**src/rtl/mspt_pkg.sv**
```systemverilog
// Shared types and constants for the multi-slot periodic timer.
`default_nettype none
package mspt_pkg;
	localparam int SLOTS  = 8;
	localparam int MASK_W = 8;
	localparam int TIME_W = 32;
	localparam int PER_W  = 24;
	localparam int SLOT_W = 3;
	localparam int MODE_W = 2;
	// slots that show up in the masks
	localparam int SHOWN  = (SLOTS < MASK_W) ? SLOTS : MASK_W;

	typedef enum logic [MODE_W-1:0] {
		MODE_TICK  = 2'd0,
		MODE_START = 2'd1,
		MODE_STOP  = 2'd2
	} mode_t;
endpackage
`default_nettype wire

```
**src/rtl/multi_slot_periodic_timer.sv**
```systemverilog
// Top level of the multi-slot periodic timer.
//
// Usage: a table of SLOTS timer slots driven by a 32-bit millisecond
// counter that advances only on a tick. An item is presented on mode, slot,
// timeout and period with start high; it is taken at the rising edge where
// start is high and busy is low. busy is always low: the block takes an
// item in every cycle, one item per cycle sustained.
//   mode tick  : advance the counter, then fire every armed slot whose
//                expiry has been reached (wrap-safe signed difference);
//                periodic slots re-arm at now plus period, one-shots drop.
//   mode start : arm a slot at now plus timeout with the given period.
//   mode stop  : disarm a slot and clear its period.
// Timing: the item is registered in the input register at the accepting
// edge; the table is then updated and the result captured in the result
// register, which drives done, with fired_mask and enabled_mask valid for
// that one cycle. All slots are compared in parallel, one subtract and one
// add per slot.
// The receiver cannot stall; each result is shown for exactly one cycle.
// Reset (arst_n low) clears the counter, all enables and periods; expiry
// entries stay unwritten until a start arms their slot.
`default_nettype none
module multi_slot_periodic_timer
	import mspt_pkg::*;
(
	input  wire logic              clk,
	input  wire logic              arst_n,
	input  wire logic              start,
	output logic                   busy,
	input  wire logic [MODE_W-1:0] mode,
	input  wire logic [SLOT_W-1:0] slot,
	input  wire logic [23:0]       timeout,
	input  wire logic [PER_W-1:0]  period,
	output logic                   done,
	output logic [MASK_W-1:0]      fired_mask,
	output logic [MASK_W-1:0]      enabled_mask
);
	// input register
	logic              valid_s1;
	logic [MODE_W-1:0] mode_s1;
	logic [SLOT_W-1:0] slot_s1;
	logic [23:0]       timeout_s1;
	logic [PER_W-1:0]  period_s1;

	// timer state
	logic [TIME_W-1:0] now_q;
	logic [SLOTS-1:0]  en_q;
	logic [TIME_W-1:0] expiry_q [SLOTS];
	logic [PER_W-1:0]  period_q [SLOTS];

	// next state
	logic [TIME_W-1:0] now_d;
	logic [SLOTS-1:0]  en_d;
	logic [TIME_W-1:0] expiry_d [SLOTS];
	logic [PER_W-1:0]  period_d [SLOTS];
	logic [SLOTS-1:0]  fired_d;

	// result register
	logic              done_q;
	logic [MASK_W-1:0] fired_q;
	logic [MASK_W-1:0] enabled_q;

	logic              accept;
	logic [TIME_W-1:0] now_inc;
	logic [TIME_W-1:0] start_exp;

	assign busy   = 1'b0;
	assign accept = start && !busy;

	always_ff @(posedge clk or negedge arst_n) begin
		if (!arst_n) begin
			valid_s1 <= 1'b0;
		end else begin
			valid_s1 <= accept;
		end
	end

	always_ff @(posedge clk) begin
		if (accept) begin
			mode_s1    <= mode;
			slot_s1    <= slot;
			timeout_s1 <= timeout;
			period_s1  <= period;
		end
	end

	assign now_inc   = now_q + TIME_W'(1);
	assign start_exp = now_q + TIME_W'(timeout_s1);

	// one pass over all slots in parallel
	always_comb begin
		logic [TIME_W-1:0] diff;
		logic              sel;
		diff    = '0;
		sel     = 1'b0;
		now_d   = now_q;
		en_d    = en_q;
		fired_d = '0;
		for (int i = 0; i < SLOTS; i++) begin
			expiry_d[i] = expiry_q[i];
			period_d[i] = period_q[i];
		end
		if (valid_s1) begin
			case (mode_s1)
				MODE_TICK: begin
					now_d = now_inc;
					for (int i = 0; i < SLOTS; i++) begin
						diff = now_inc - expiry_q[i];
						if (en_q[i] && !diff[TIME_W-1]) begin
							fired_d[i] = 1'b1;
							if (period_q[i] != '0) begin
								expiry_d[i] = now_inc + TIME_W'(period_q[i]);
							end else begin
								en_d[i] = 1'b0;
							end
						end
					end
				end
				MODE_START: begin
					for (int i = 0; i < SLOTS; i++) begin
						sel = (32'(slot_s1) == i);
						if (sel) begin
							expiry_d[i] = start_exp;
							period_d[i] = period_s1;
							en_d[i]     = 1'b1;
						end
					end
				end
				MODE_STOP: begin
					for (int i = 0; i < SLOTS; i++) begin
						sel = (32'(slot_s1) == i);
						if (sel) begin
							period_d[i] = '0;
							en_d[i]     = 1'b0;
						end
					end
				end
				default: begin
					// unused mode: state holds
				end
			endcase
		end
	end

	always_ff @(posedge clk or negedge arst_n) begin
		if (!arst_n) begin
			now_q  <= '0;
			en_q   <= '0;
			done_q <= 1'b0;
			for (int i = 0; i < SLOTS; i++) begin
				period_q[i] <= '0;
			end
		end else begin
			now_q  <= now_d;
			en_q   <= en_d;
			done_q <= valid_s1;
			for (int i = 0; i < SLOTS; i++) begin
				period_q[i] <= period_d[i];
			end
		end
	end

	// expiry entries carry no reset: only read while their slot is armed
	always_ff @(posedge clk) begin
		for (int i = 0; i < SLOTS; i++) begin
			expiry_q[i] <= expiry_d[i];
		end
		if (valid_s1) begin
			fired_q   <= MASK_W'(fired_d[SHOWN-1:0]);
			enabled_q <= MASK_W'(en_d[SHOWN-1:0]);
		end
	end

	assign done         = done_q;
	assign fired_mask   = done_q ? fired_q : '0;
	assign enabled_mask = enabled_q;

	// a registered item always yields exactly one result strobe
	a_done_follows: assert property (@(posedge clk) disable iff (!arst_n)
		valid_s1 == $past(accept) ##0 1'b1 |=> done_q == $past(valid_s1))
		else $error("result strobe does not follow item");

	// only slots armed before the tick may fire
	a_fired_armed: assert property (@(posedge clk) disable iff (!arst_n)
		valid_s1 |=> (fired_q & ~MASK_W'($past(en_q[SHOWN-1:0]))) == '0)
		else $error("unarmed slot fired");

	// start and stop touch no slot but their own in the masks they report
	a_start_arms: assert property (@(posedge clk) disable iff (!arst_n)
		valid_s1 && mode_s1 == MODE_START && 32'(slot_s1) < SHOWN
		|=> enabled_mask[$past(slot_s1)] && fired_q == '0)
		else $error("start did not arm its slot");

	a_stop_disarms: assert property (@(posedge clk) disable iff (!arst_n)
		valid_s1 && mode_s1 == MODE_STOP && 32'(slot_s1) < SHOWN
		|=> !enabled_mask[$past(slot_s1)] && fired_q == '0)
		else $error("stop did not disarm its slot");

	// the counter moves only on a tick
	a_now_tick: assert property (@(posedge clk) disable iff (!arst_n)
		!(valid_s1 && mode_s1 == MODE_TICK) |=> $stable(now_q))
		else $error("counter moved without a tick");
endmodule
`default_nettype wire
```
**config.mk**
```make
export PLATFORM = sky130hd
export DESIGN_NAME = multi_slot_periodic_timer
export DESIGN_NICKNAME = d
export VERILOG_FILES = /design/src/rtl/mspt_pkg.sv /design/src/rtl/multi_slot_periodic_timer.sv
export SDC_FILE = /design/constraint.sdc
export NUM_CORES = 2
export LEC_CHECK = 0
export BUFFER_PORTS_ARGS = -buffer_cell sky130_fd_sc_hd__buf_2
export CAP_MARGIN = 20
export CORE_MARGIN = 1.5
export CORE_UTILIZATION = 40
export CTS_BUF_LIST = sky130_fd_sc_hd__clkbuf_8
export CTS_CLUSTER_DIAMETER = 150
export DETAILED_ROUTE_END_ITERATION = 10
export GPL_ROUTABILITY_DRIVEN = 0
export PLACE_DENSITY = 0.53
export SYNTH_ARGS = -nofsm -noshare
export SYNTH_HDL_FRONTEND = slang
export SYNTH_SLANG_ARGS = --single-unit
```
**constraint.sdc**
```tcl
create_clock -name clk -period 8.1 [get_ports clk]
set_clock_uncertainty 0.15 [all_clocks]
set_input_delay 1.62 -clock clk [delete_from_list [all_inputs] [get_ports clk]]
set_output_delay 1.62 -clock clk [all_outputs]
set_load 0.02 [all_outputs]
```
* Word-level counts from Yosys, hierarchy flattened
Memories as Yosys holds them, arrays and structs flattened.
Index checks and enable logic that the tools add are counted.
** Operators by class
- Reduce and logical (&&, ||, !) cells :: 36
- Order comparisons :: 0
- Multipliers :: 0
- Muxes and demuxes :: 86
- Equality and inequality tests :: 25
- Bitwise gates (word level) :: 0
- Add/sub/neg operators :: 18
- Div/mod/pow operators :: 0
- Shifts and indexed selects :: 0
** Operators by type and width (count)
- $mux W32 :: 24
- $pmux W256 S2 :: 1
- $mux W24 :: 16
- $pmux W192 S2 :: 1
- $add A32 B24 Y32 :: 9
- $mux W256 :: 1
- $sub A32 B32 Y32 :: 8
- $reduce_bool A24 Y1 :: 8
- $mux W1 :: 40
- $add A32 B1 Y32 const B :: 1
- $ne A2 B2 Y1 const B :: 16
- $reduce_and A4 Y1 :: 8
- $pmux W8 S3 :: 1
- $mux W8 :: 2
- $eq A3 B3 Y1 const B :: 4
- $logic_and A1 B1 Y1 :: 8
- $logic_not A1 Y1 :: 8
- $eq A3 B2 Y1 const B :: 2
- $eq A3 B1 Y1 const B :: 1
- $logic_not A3 Y1 :: 1
- $eq A2 B1 Y1 const B :: 1
- $eq A2 B2 Y1 const B :: 1
- $logic_not A2 Y1 :: 1
- $reduce_and A2 Y1 :: 1
- $reduce_bool A2 Y1 :: 1
** Storage, ports and cells
- Output and inout port bits :: 18
- Latch bits :: 0
- Input bits :: 56
- Bits in registers :: 303
- Memories :: 1
- Logic and storage cells :: 184
- Memory bits (read-only) :: 0
- Memory bits (writable) :: 256
** Memories
- expiry_q :: depth 8, width 32, rd ports 8, clocked after memory_dff 0, wr ports 8, RTL line multi_slot_periodic_timer.sv:47 : logic [TIME_W-1:0] expiry_q [SLOTS];

* Longest topological paths before layout
- Depth in word-level cells :: 7
- Depth in mapped cells :: 19

* Worst setup path after synthesis
OpenSTA, ideal clock, no wires.
- Path type :: reg-to-reg
- Start :: reg now_q[1] (netlist name)
- End :: mem expiry_q[3][4], in the netlist expiry_q[0][100], enable pin
- Library setup time :: 0.474 ns
- Clock period less this slack :: 7.214 ns
- Slack :: 0.886 ns
- Arrival time :: 6.590 ns
- Cell stages (with the launch flop) :: 18
- Path through :: dfrtp_1 -> ha_1 -> and3_1 -> nand3_1 -> or2_1 -> buf_2 -> nor2_1 -> xor2_1 -> ha_1 -> a21o_1 -> a21o_1 -> a21oi_1 -> o21ai_0 -> a211oi_1 -> o31ai_1 -> xnor2_1 -> or3b_2 -> a221oi_1
** RTL lines (RTL line)
- end, declared :: multi_slot_periodic_timer.sv:47

==> impl_metrics.csv <==
group,metric,value,unit
sta,min_period_over_period,77.59,%
sta,timing.hold.ws,0.3681,ns
setup_path,worst-path-buf-inv,3,
synth,syn-instance-count,4012,
grt,antenna_found_initial,3,
floorplanning,start_util,40.44,%
placement,post-dp-hpwl,94.03,mm
final_layout,layout_common_cells,"508 x o21ai_0, 460 x ha_1, 412 x nand2_1, 332 x inv_1, 325 x edfxtp_1",
pwr,p_switching,0.003688,W
detailed_routing,vias,30749,
synth,synth.avg_cell_area,9.576,sq um
pwr,clkPwrFrac,28.3,%
grt,grt_max_degree,156,
clock_tree,root_buffer,"clkbuf_8",
floorplanning,die_w,312.9,microns
pwr,p_seq_share,39.9,%
synth,ys_async_sr_fraction,41.86,%
detailed_routing,wl_met2,58.84,mm
run_status,status,"completed",
placement,place.port_buffers,72,
sta,rsz0062_at_grt,"no",
setup_path,max_stage_delay,0.70,ns
final_layout,layout-drive-gt1-share,9.035,%
synth,syn_area,38420,sq um
setup_path,critPathMostFrequentCell,"buf_4",
setup_path,path_max_fanout,17,
detailed_routing,routedWlPerCell,22.03,microns
clock_tree,htreeDepth,3,
clock_tree,post_cts.repair.setup_buffers,0,
placement,place_area,40760,sq um
pwr,internal_power,0.006476,W
synth,syn_nets,4538,
grt,grt_pass1_wl,184.5,mm
sta,setup_ws,1.815,ns
synth,synth_edf_count,325,
detailed_routing,wl_met1,53.14,mm
setup_path,cp.required,8.37,ns
worst_hold_path,holdPathStages,2,
setup_path,cp.depth,18,
detailed_routing,dr_wl_met3,5.632,mm
grt,grt.total_usage,24.89,%
grt,grt_pass1_vias,31184,
pwr,comb_power_share,31.8,%
floorplanning,ios,74,
clock_tree,clockBufferDepth,3,
clock_tree,cts_sinks,559,
sta,final-max-slew-violation-count,0,
synth,synth_area_leaders,"edfxtp_1 25%, dfrtp_1 15%, ha_1 15%, o21ai_0 6.7%, nand2_1 4.0%",
setup_path,crit_slowest_cell,"nor3_1",
setup_path,worst_setup_path_end_kind,"flop",
setup_path,path_delay_family,"simple AND/OR/NAND/NOR gates",
pwr,fin_total_pwr,0.01016,W
floorplanning,coreArea,95010,sq um
synth,synth.ff_latch_count,559,
detailed_routing,drt_iter0_drc,2061,
sta,tns,0,ns
clock_tree,numCtsBuffers,106,
final_layout,final_common_cell,"o21ai_0",
pwr,max-vdd-ir-drop,0.0001597,V
synth,synth_cell_type_count,90,
setup_path,rr_worst_depth,18,
detailed_routing,drc_errors,0,
pwr,leakagePower,20.48,nW
floorplanning,die_area,97910,sq um
clock_tree,postCtsHoldBufs,0,
sta,setup_viol,0,
clock_tree,clk_latency,0.76,ns
final_layout,final_nets,4682,
detailed_routing,first_pass_iters,5,
setup_path,start_kind,"flop",
synth,seq_area_frac_synth,40.64,%
clock_tree,ctsResizeCount,0,
detailed_routing,ant_nets,0,
floorplanning,core.rowCount,113,
worst_hold_path,min_path_type,"reg2reg",
pwr,netSwitchingFraction,36.29,%
sta,relSlewSlack,21.10,%
setup_path,crit_type,"reg2reg",
job,cap_violations,0,
setup_path,cp_cell_sequence,"buf_4, and4_1, nand3_1, nor3_2, nand2_1, xnor2_1, buf_4, ha_1, nand2_1, nor3_1, nand3_1, nor4_1, and3_1, nor2_1, xnor2_1, or3b_2, a221oi_4, buf_4",
final_layout,area_growth,11.98,%
clock_tree,clkSlewWorstSetupHoldPaths,0.06,ns
detailed_routing,via_per_inst,5.570,
grt,grt_overflow,0,
setup_path,arrival,6.56,ns
pwr,power_per_cell_area,236.3,nW/um^2
detailed_routing,topRoutingLayerUsed,"met4",
final_layout,final_cell_area,43020,sq um
sta,hold_viol,0,
synth,yosys_warnings,0,
sta,period_minus_slack,6.285,ns
synth,yosysTopAreaCell,"edfxtp_1",
sta,tightestPinTransition,1.175,ns
clock_tree,cts_tree,"yes",
floorplanning,dieHeight,312.9,microns
synth,synth_top_area_share,25.40,%
sta,fmax,159.1,MHz
synth,synthFlopType,"edfxtp_1",
detailed_routing,routed_wl,121.6,mm
placement,dp_slack,1.727,ns
## flip-flops by register name (all words and copies together) (netlist names)
signal,count
expiry_q,256
period_q,192
now_q,32
period_s1,24
timeout_s1,24
en_q,8
enabled_mask,8
fired_q,8
slot_s1,3
mode_s1,2
done,1
valid_s1,1
## stage by stage
stage / utilization [%] / instances
final: 45.28 / 5520
after global routing: 45.27 / 5516
after CTS: 45.20 / 5511
after detailed placement: 42.90 / 5309
after global placement: 42.89 / 5307
after floorplan: - / 4012
## synth_stat cells, types with 11 or more instances
cell type and number:
o21ai_0 515, ha_1 461, nand2_1 412, edfxtp_1 325, inv_1 299, a21oi_1 258
dfrtp_1 234, a21o_1 160, nor2_1 153, xnor2_1 134, xor2_1 122, clkbuf_1 90
nand3_1 72, nand2b_1 61, nor4_1 61, nor3_1 51, nand4_1 50, o21a_1 45
a211oi_1 41, mux2i_1 37, nor2b_1 37, o211ai_1 36, and2_1 29, o21bai_1 29
and3_1 24, o31ai_1 22, and4_1 16, or2_2 14, or3_1 14, a211o_1 13
a221oi_1 12, a31oi_1 12, a21boi_0 11
## kinds of logic (layout without fill, tap and decap cells)
family	count (synthesis)	after routing	share of synthesized area (%)
fa+ha+maj	470	470	15.48
simple gates	1032	1032	13.07
flops	559	559	40.64
buf+inv	409	647	4.091
mux	38	38	0.9933
xor+xnor	256	256	5.836
other cells	1	6	0.009761
compound gates	1247	1247	19.88
## worst paths after layout
| path | startpoint | to | slack [ns] |
|---|---|---|---|
| setup / recovery | now_q[0] | expiry_q[0][7] | 1.82 |
| hold / removal | period_q[152] | period_q[152] | 0.37 |
| max in group asynchronous | arst_n | period_q[50] | 5.68 |
| min in group asynchronous | arst_n | now_q[29] | 0.69 |
| hold reg to reg | period_q[152] | period_q[152] | 0.37 |
| setup reg to reg | now_q[0] | expiry_q[0][7] | 1.82 |
## final cells by class
class                           instances  area [sq um]
Fill cell                            9401         51990
Multi-Input combinational cell       3044         21530
Sequential cell                       559         15620
Clock buffer                          127          1748
Tap cell                             1265          1583
Inverter                              300          1126
Timing Repair Buffer                  145         973.4
Clock inverter                         75         432.9
Antenna cell                            5         12.51
## worst register-to-register path, stage by stage, from the launching register on
cell	delay, ns
dfrtp_1	0.34
buf_4	0.24
and4_1	0.25
nand3_1	0.34
nor3_2	0.67
nand2_1	0.14
xnor2_1	0.57
buf_4	0.38
ha_1	0.16
nand2_1	0.12
nor3_1	0.70
nand3_1	0.23
nor4_1	0.18
and3_1	0.19
nor2_1	0.06
xnor2_1	0.16
or3b_2	0.49
a221oi_4	0.26
buf_4	0.30
## per-layer routing
metal | vias up | GRT usage [%]
met5 | - | 0
met4 | 0 | 9.014
met3 | 182 | 3.090
met2 | 745 | 43.03
met1 | 14837 | 31.89
li1 | 14985 | -
## power by group through the flow
| stage | clock (W) | combinational, W | sequential, W |
|---|---|---|---|
| 6_report | 0.00288 | 0.00323 | 0.00406 |
| 5_1_grt | 0.00308 | 0.00369 | 0.00411 |
| 4_1_cts | 0.00295 | 0.00323 | 0.00405 |
| 3_5_place_dp | 0 | 0.00320 | 0.00410 |
| 3_3_place_gp | 0 | 0.00317 | 0.00410 |
| 2_1_floorplan | 0 | 0.00231 | 0.00397 |
(Power assumes the default switching activity.)
